==> src/nsc_pkg.sv <==
// Package for the NMEA sentence classifier: payload structs, phase and kind codes,
// the table of known sentence tags and the hex digit decoder.
// Depends on nothing; every other file in src uses it by scoped names.
package nsc_pkg;

    localparam int unsigned TAG_LEN   = 5;
    localparam int unsigned TAG_COUNT = 8;
    localparam int unsigned POS_W     = $clog2(TAG_LEN + 1);

    localparam logic [7:0] STAR_CHAR = 8'h2A;
    localparam logic [7:0] HEX_BASE  = 8'd16;

    // Result kind codes.
    localparam logic [3:0] KIND_UNKNOWN  = 4'd0;
    localparam logic [3:0] KIND_CSUM_ERR = 4'd1;
    localparam logic [3:0] KIND_TAG_BASE = 4'd2;

    typedef struct packed {
        logic [7:0] byte_req;
        logic       last;
    } t_in;

    typedef struct packed {
        logic [3:0] sentence_kind;
        logic [7:0] computed_sum;
        logic [7:0] received_sum;
    } t_out;

    typedef enum logic [1:0] {
        PH_START = 2'd0,
        PH_BODY  = 2'd1,
        PH_HEX   = 2'd2,
        PH_TAIL  = 2'd3
    } t_phase;

    // Known tags, bit k of the match mask belongs to row k.
    localparam logic [7:0] TAG_TABLE [TAG_COUNT][TAG_LEN] = '{
        '{"G", "P", "G", "G", "A"},
        '{"G", "P", "R", "M", "C"},
        '{"G", "P", "G", "S", "A"},
        '{"G", "P", "Z", "D", "A"},
        '{"G", "P", "V", "T", "G"},
        '{"G", "P", "G", "S", "V"},
        '{"G", "P", "G", "L", "L"},
        '{"G", "P", "T", "X", "T"}
    };

    // Returns {is_digit, value}; value is zero when the byte is not a hex digit.
    function automatic logic [4:0] hex_decode(input logic [7:0] c);
        logic [4:0] res;
        res = 5'd0;
        if (c inside {["0":"9"]}) begin
            res = {1'b1, 4'(c - 8'h30)};
        end else if (c inside {["A":"F"]}) begin
            res = {1'b1, 4'(c - 8'h37)};
        end else if (c inside {["a":"f"]}) begin
            res = {1'b1, 4'(c - 8'h57)};
        end
        return res;
    endfunction

endpackage

==> src/nsc_sentence_core.sv <==
// Per-sentence state of the NMEA classifier: running XOR, hex checksum,
// tag matching and the kind decision on the last byte. Uses nsc_pkg.
module nsc_sentence_core (
    input  logic          i_clk,
    input  logic          i_rst_n,
    input  logic          i_step,
    input  nsc_pkg::t_in  i_item,
    output logic          o_result_valid,
    output nsc_pkg::t_out o_result
);

    nsc_pkg::t_phase               r_phase, n_phase;
    logic [7:0]                    r_xor, n_xor;
    logic [7:0]                    r_hex, n_hex;
    logic [nsc_pkg::POS_W-1:0]     r_tag_pos, n_tag_pos;
    logic [nsc_pkg::TAG_COUNT-1:0] r_mask, n_mask;
    logic                          r_star, n_star;

    logic [4:0] w_digit;
    logic [3:0] w_kind;
    logic [7:0] w_c;

    assign w_c     = i_item.byte_req;
    assign w_digit = nsc_pkg::hex_decode(w_c);

    always_comb begin
        n_phase   = r_phase;
        n_xor     = r_xor;
        n_hex     = r_hex;
        n_tag_pos = r_tag_pos;
        n_mask    = r_mask;
        n_star    = r_star;
        case (r_phase)
            nsc_pkg::PH_START: begin
                n_phase = nsc_pkg::PH_BODY;
            end
            nsc_pkg::PH_BODY: begin
                if (w_c == nsc_pkg::STAR_CHAR) begin
                    n_star  = 1'b1;
                    n_phase = nsc_pkg::PH_HEX;
                end else begin
                    n_xor = r_xor ^ w_c;
                    if (r_tag_pos < nsc_pkg::POS_W'(nsc_pkg::TAG_LEN)) begin
                        for (int k = 0; k < nsc_pkg::TAG_COUNT; k++) begin
                            if (nsc_pkg::TAG_TABLE[k][r_tag_pos] != w_c) begin
                                n_mask[k] = 1'b0;
                            end
                        end
                        n_tag_pos = r_tag_pos + 1'b1;
                    end
                end
            end
            nsc_pkg::PH_HEX: begin
                if (w_digit[4]) begin
                    // Multiply by the base as a shift, keep the low byte.
                    n_hex = {r_hex[3:0], w_digit[3:0]};
                end else begin
                    n_phase = nsc_pkg::PH_TAIL;
                end
            end
            default: begin
            end
        endcase
    end

    // Kind decision uses the state as it stands after this byte.
    always_comb begin
        w_kind = nsc_pkg::KIND_UNKNOWN;
        if (n_star) begin
            if (n_xor != n_hex) begin
                w_kind = nsc_pkg::KIND_CSUM_ERR;
            end else if (n_tag_pos >= nsc_pkg::POS_W'(nsc_pkg::TAG_LEN)) begin
                for (int k = nsc_pkg::TAG_COUNT - 1; k >= 0; k--) begin
                    if (n_mask[k]) begin
                        w_kind = nsc_pkg::KIND_TAG_BASE + 4'(k);
                    end
                end
            end
        end
    end

    assign o_result_valid         = i_step && i_item.last;
    assign o_result.sentence_kind = w_kind;
    assign o_result.computed_sum  = n_xor;
    assign o_result.received_sum  = n_star ? n_hex : 8'd0;

    always_ff @(posedge i_clk) begin
        if (!i_rst_n || (i_step && i_item.last)) begin
            r_phase   <= nsc_pkg::PH_START;
            r_xor     <= '0;
            r_hex     <= '0;
            r_tag_pos <= '0;
            r_mask    <= '1;
            r_star    <= 1'b0;
        end else if (i_step) begin
            r_phase   <= n_phase;
            r_xor     <= n_xor;
            r_hex     <= n_hex;
            r_tag_pos <= n_tag_pos;
            r_mask    <= n_mask;
            r_star    <= n_star;
        end
    end

    a_star_phase: assert property (@(posedge i_clk) disable iff (!i_rst_n)
        r_star == ((r_phase == nsc_pkg::PH_HEX) || (r_phase == nsc_pkg::PH_TAIL)))
        else $error("star flag disagrees with phase");

    a_pos_bound: assert property (@(posedge i_clk) disable iff (!i_rst_n)
        r_tag_pos <= nsc_pkg::POS_W'(nsc_pkg::TAG_LEN))
        else $error("tag position ran past the tag length");

    a_clear_after_last: assert property (@(posedge i_clk) disable iff (!i_rst_n)
        (i_step && i_item.last) |=> (r_phase == nsc_pkg::PH_START) && (r_mask == '1))
        else $error("sentence state not cleared after last byte");

endmodule

==> src/nmea_sentence_classifier.sv <==
// Top level of the NMEA 0183 sentence classifier: input register, sentence core,
// result register and the valid/ready handshakes. Uses nsc_pkg and nsc_sentence_core.
//
// The block takes an NMEA sentence one byte per request, with a last flag on the
// final byte, and returns one result per sentence when that last byte has been
// processed. The first byte is taken as the start mark and skipped; each later
// byte up to the first asterisk is XORed into the computed checksum, and the hex
// digits after the asterisk (either case) give the received checksum, low byte
// kept. The kind is unknown without an asterisk, checksum error when the two sums
// differ, and otherwise one of eight GP sentence types when the five bytes after
// the start mark spell its tag, else unknown. Throughout is one byte per clock
// while the consumer does not stall: a request is held in the input register,
// the sentence core updates its state in the cycle the held byte moves on, and
// the result is registered in the output register, from which it is offered.
// The output register holds a result while the consumer stalls; the input
// register then fills and ready drops only when both stages are occupied.
module nmea_sentence_classifier (
    input  logic          i_clk,
    input  logic          i_rst_n,
    input  logic          i_in_valid,
    output logic          o_in_ready,
    input  nsc_pkg::t_in  i_in_data,
    output logic          o_out_valid,
    input  logic          i_out_ready,
    output nsc_pkg::t_out o_out_data
);

    logic          r_in_valid;
    nsc_pkg::t_in  r_in;
    logic          r_out_valid;
    nsc_pkg::t_out r_out;

    logic          w_consume;
    logic          w_res_valid;
    nsc_pkg::t_out w_res;

    // The held byte moves into the core whenever the result register can take
    // whatever it might produce.
    assign w_consume  = r_in_valid && (!r_out_valid || i_out_ready);
    assign o_in_ready = !r_in_valid || w_consume;

    always_ff @(posedge i_clk) begin
        if (!i_rst_n) begin
            r_in_valid <= 1'b0;
        end else if (o_in_ready) begin
            r_in_valid <= i_in_valid;
        end
    end

    always_ff @(posedge i_clk) begin
        if (i_in_valid && o_in_ready) begin
            r_in <= i_in_data;
        end
    end

    nsc_sentence_core u_core (
        .i_clk          (i_clk),
        .i_rst_n        (i_rst_n),
        .i_step         (w_consume),
        .i_item         (r_in),
        .o_result_valid (w_res_valid),
        .o_result       (w_res)
    );

    always_ff @(posedge i_clk) begin
        if (!i_rst_n) begin
            r_out_valid <= 1'b0;
        end else if (w_res_valid) begin
            r_out_valid <= 1'b1;
        end else if (i_out_ready) begin
            r_out_valid <= 1'b0;
        end
    end

    always_ff @(posedge i_clk) begin
        if (w_res_valid) begin
            r_out <= w_res;
        end
    end

    assign o_out_valid = r_out_valid;
    assign o_out_data  = r_out;

    a_hold_input: assert property (@(posedge i_clk) disable iff (!i_rst_n)
        (r_in_valid && !w_consume) |=> r_in_valid)
        else $error("held request lost without being consumed");

    a_result_source: assert property (@(posedge i_clk) disable iff (!i_rst_n)
        $rose(o_out_valid) |-> $past(w_consume && r_in.last))
        else $error("result appeared without a last byte");

    a_no_overwrite: assert property (@(posedge i_clk) disable iff (!i_rst_n)
        w_res_valid |-> (!r_out_valid || i_out_ready))
        else $error("result register overwritten while stalled");

endmodule

==> config.mk <==
export PLATFORM = sky130hd
export DESIGN_NAME = nmea_sentence_classifier
export DESIGN_NICKNAME = d
export VERILOG_FILES = /design/src/nsc_pkg.sv /design/src/nsc_sentence_core.sv /design/src/nmea_sentence_classifier.sv
export SDC_FILE = /design/constraint.sdc
export NUM_CORES = 1
export LEC_CHECK = 0
export CELL_PAD_IN_SITES_DETAIL_PLACEMENT = 0
export CELL_PAD_IN_SITES_GLOBAL_PLACEMENT = 1
export CORE_ASPECT_RATIO = 0.5
export CORE_MARGIN = 2
export CORE_UTILIZATION = 49
export CTS_CLUSTER_SIZE = 8
export DETAILED_ROUTE_END_ITERATION = 8
export DONT_BUFFER_PORTS = 1
export PLACE_DENSITY_LB_ADDON = 0.1
export SYNTH_ARGS = -nofsm -noshare
export SYNTH_HDL_FRONTEND = slang
export SYNTH_HIERARCHICAL = 1
export SYNTH_SLANG_ARGS = --single-unit
==> constraint.sdc <==
create_clock -name i_clk -period 3.6 [get_ports i_clk]
set_clock_uncertainty 0.15 [all_clocks]
set_input_delay 0.36 -clock i_clk [delete_from_list [all_inputs] [get_ports i_clk]]
set_output_delay 0.36 -clock i_clk [all_outputs]
set_load 0.02 [all_outputs]
==> run_results.csv <==
group,metric,value,unit
status,status,"completed",
power_and_ir_drop,pwr-share-comb,10.2,%
final_layout,nets,425,
floorplanning,die_x,125.8,µm
synthesis,synth_top_area_cell,"edfxtp_1",
worst_hold_path,holdPathEnd,"o_out_valid",
synthesis,yosys_warnings,6,
clock_tree,cts_buffers,9,
clock_tree,cts_setup_buffers,0,
floorplanning,core,7267,µm²
clock_tree,ctsRootBufferMaster,"clkbuf_16",
worst_hold_path,hold_depth,1,
power_and_ir_drop,pwr-share-seq,41.0,%
synthesis,synth_top_area_share,23.97,%
clock_tree,cts_sinks,61,
synthesis,post-synth-top-count-cell,"nor2_1",
place,post_dp_cell_area,3751,µm²
global_routing,grt_pass1_wl,14440,µm
detailed_routing,wl_met1,4420,µm
detailed_routing,top_layer,"met4",
setup_path,arrival,3270,ps
setup_path,ff2ff_path_depth,8,
synthesis,seq_area_frac_synth,41.60,%
final_layout,antennaDiodeCount,0,
global_routing,grt_max_degree,24,
setup_path,r2r_start,"r_in[8]",
final_layout,multi_input_area,1963,µm²
timing,drv_slew,0,
setup_path,r2r_slack,320,ps
clock_tree,cts_tree,"done",
synthesis,ys_top_cells_by_count,"43 x nor2_1, 32 x dfxtp_1, 30 x nand2_1, 29 x edfxtp_1",
synthesis,syn_inst,387,
detailed_routing,wl_per_cell,17.58,µm
power_and_ir_drop,power_leakage,1.600,nW
setup_path,critPathRequiredTime,3590,ps
global_routing,grt_overflow_total,0,
power_and_ir_drop,p_sw,451.4,µW
timing,period_share,91.12,%
run,max_cap_violations,0,
setup_path,startpoint_type,"register",
floorplanning,ios,35,
timing,slew_headroom,34.16,%
detailed_routing,drc_errors,0,
synthesis,synth_seq_cells,61,
detailed_routing,drt_iter0_drc,255,
setup_path,worstSetupEndpointType,"register",
global_routing,track_usage,23.13,%
timing,worstMarginPinSlew,987.7,ps
synthesis,synth_cell_type_count,58,
floorplanning,die_h,64.89,µm
timing,finalSetupTns,0,ps
worst_hold_path,hp-class,"in -> reg",
timing,fmax,0.3048,GHz
final_layout,fin_util,57.21,%
clock_tree,path_clk_slew,50,ps
timing,setup_violations,0,
detailed_routing,routed_wl,8772,µm
final_layout,layout-drive-gt1-share,9.429,%
place,io_buffers,0,
synthesis,synth_nets,414,
setup_path,path_class,"reg -> reg",
clock_tree,htree_levels,3,
power_and_ir_drop,ir_drop,0.2386,mV
floorplanning,initial_core_util,50.00,%
final_layout,area_growth,14.43,%
floorplanning,dieArea,8162,µm²
timing,period_needed,3280,ps
final_layout,seqCellArea,1511,µm²
synthesis,ys_top_cells_by_area,"edfxtp_1 24%, dfxtp_1 18%, ha_1 4.8%",
place,place_congestion,0.8395,
detailed_routing,wl_met2,3875,µm
clock_tree,insertion_delay,330,ps
worst_hold_path,hp-start,"i_rst_n",
timing,rsz0062_at_grt,"no",
synthesis,synth_edf_count,29,
timing,hold_slack,0.6974,ps
setup_path,timing.rr.end,"o_out_data[19]",
timing,hold_violations,0,
detailed_routing,met3_wirelength,376,µm
place,hpwl,6278,µm
detailed_routing,drtAntennaViolNets,0,
synthesis,synth_ff_type,"dfxtp_1",
power_and_ir_drop,powerDensity,450.9,nW/µm²
floorplanning,rows,22,
final_layout,stdcell_area,4158,µm²
setup_path,cp_max_fo,10,
synthesis,synth-async-reset-ratio,0,%
synthesis,synth_area,3633,µm²
detailed_routing,routed_via_density,5.764,
power_and_ir_drop,clkPwrFrac,48.8,%
synthesis,syn_avg_cell_area,9.389,µm²
detailed_routing,drt_pass1_iterations,5,
global_routing,antenna_found_initial,0,
final_layout,fillers,656,
clock_tree,cts_max_path_buffers,2,
power_and_ir_drop,sw_frac_of_total,24.08,%
global_routing,grt_pass1_vias,2707,
detailed_routing,num_vias,2876,
power_and_ir_drop,power.internal,1.423,mW
[through the flow]
| step | instances | power (mW) | setup WS [ps] |
|---|---|---|---|
| after floorplan | 387 | 0.9147 | 468.9 |
| after global routing | 499 | 1.938 | 101.9 |
| after global placement | 474 | 0.9608 | 399.5 |
| final | 499 | 1.875 | 319.5 |
| after CTS | 499 | 1.886 | 205.3 |
| after detailed placement | 474 | 0.9645 | 244.9 |
[worst max-delay path, stage by stage, from the launching register on]
cell	delay [ps]
edfxtp_1	480
or4bb_1	650
a21oi_2	290
o21a_2	340
mux2i_1	250
xnor2_1	130
nor4_4	390
nand4_2	190
a2111oi_4	220
[sequential cells by signal, summed over array words and instances, names as in the netlist]
register          count
u_core/r_mask         8
r_in                  9
u_core/r_tag_pos      3
u_core/r_star         1
u_core/r_phase        2
o_out_valid           1
u_core/r_xor          8
r_in_valid            1
o_out_data           20
u_core/r_hex          8
[cells by family (layout without fill, tap and decap cells)]
logic type	after synthesis	in the layout	share of synthesized area [%]
buffers and inverters	40	56	4.408
flip-flops	61	61	41.60
multiplexers	15	15	4.132
adder cells (fa/ha/maj)	14	14	4.821
AND/OR/NAND/NOR	139	139	21.04
XOR/XNOR	36	36	8.678
AO/OA/AOI/OAI	82	82	15.32
[cells in the final DEF, fill, tap and decap left out, types with 4 or more instances in the layout]
| cell type | netlist | final |
|---|---|---|
| nor2_1 | 43 | 43 |
| xnor2_1 | 17 | 17 |
| buf_4 | 0 | 11 |
| a32oi_1 | 4 | 4 |
| nand2b_1 | 5 | 5 |
| dfxtp_1 | 32 | 32 |
| ha_1 | 14 | 14 |
| and2_1 | 4 | 4 |
| nor4_1 | 5 | 5 |
| dlygate4sd3_1 | 0 | 9 |
| nand2_1 | 30 | 30 |
| o21a_1 | 6 | 5 |
| clkbuf_16 | 0 | 9 |
| nand3_1 | 8 | 8 |
| nor2b_1 | 7 | 7 |
| inv_1 | 20 | 20 |
| and3_1 | 5 | 5 |
| edfxtp_1 | 29 | 29 |
| nor3_1 | 7 | 7 |
| mux2i_1 | 15 | 15 |
| a21oi_1 | 20 | 20 |
| o22ai_1 | 4 | 4 |
| a31oi_1 | 6 | 6 |
| a211oi_1 | 6 | 6 |
| xor2_1 | 19 | 19 |
| o21ai_0 | 17 | 17 |
[power by group through the flow]
stage / sequential (mW) / combinational, mW / clock [mW]
after CTS: 0.769 / 0.190 / 0.927
after floorplan: 0.778 / 0.136 / 0
after global routing: 0.772 / 0.211 / 0.955
final: 0.769 / 0.191 / 0.915
after global placement: 0.782 / 0.179 / 0
after detailed placement: 0.784 / 0.181 / 0
[how the worst max path moves through the flow]
stage	start	to	slack, ps	depth (start not counted)
global route	r_in[7]	o_out_data[19]	100	8
floorplan	r_in[2]	o_out_data[19]	470	11
detailed placement	r_in[8]	o_out_data[19]	240	8
finish	r_in[8]	o_out_data[19]	320	8
CTS	r_in[7]	o_out_data[19]	210	8
global placement	r_in[7]	o_out_data[19]	400	8
[final cells by class]
cell class,count,area share (%)
repair buffers,20,4.153
clock buffers,10,5.507
clock inverters,6,2.076
flip-flops and latches,61,36.35
inverters,20,1.806
well taps,96,2.889
multi-input cells,286,47.22
[repair_timing]
action                                 CTS  global route
hold buffers                             9             0
endpoints found under the hold margin    9             0
gates resized for setup                  0             1
setup endpoints to repair                0             1
[routing by layer]
layer  track usage, %  vias up
li1                 -     1404
met1            32.33     1389
met2            35.47       73
met3            5.615       10
met4            7.555        0
met5                0        -
(Power assumes the default switching activity.)
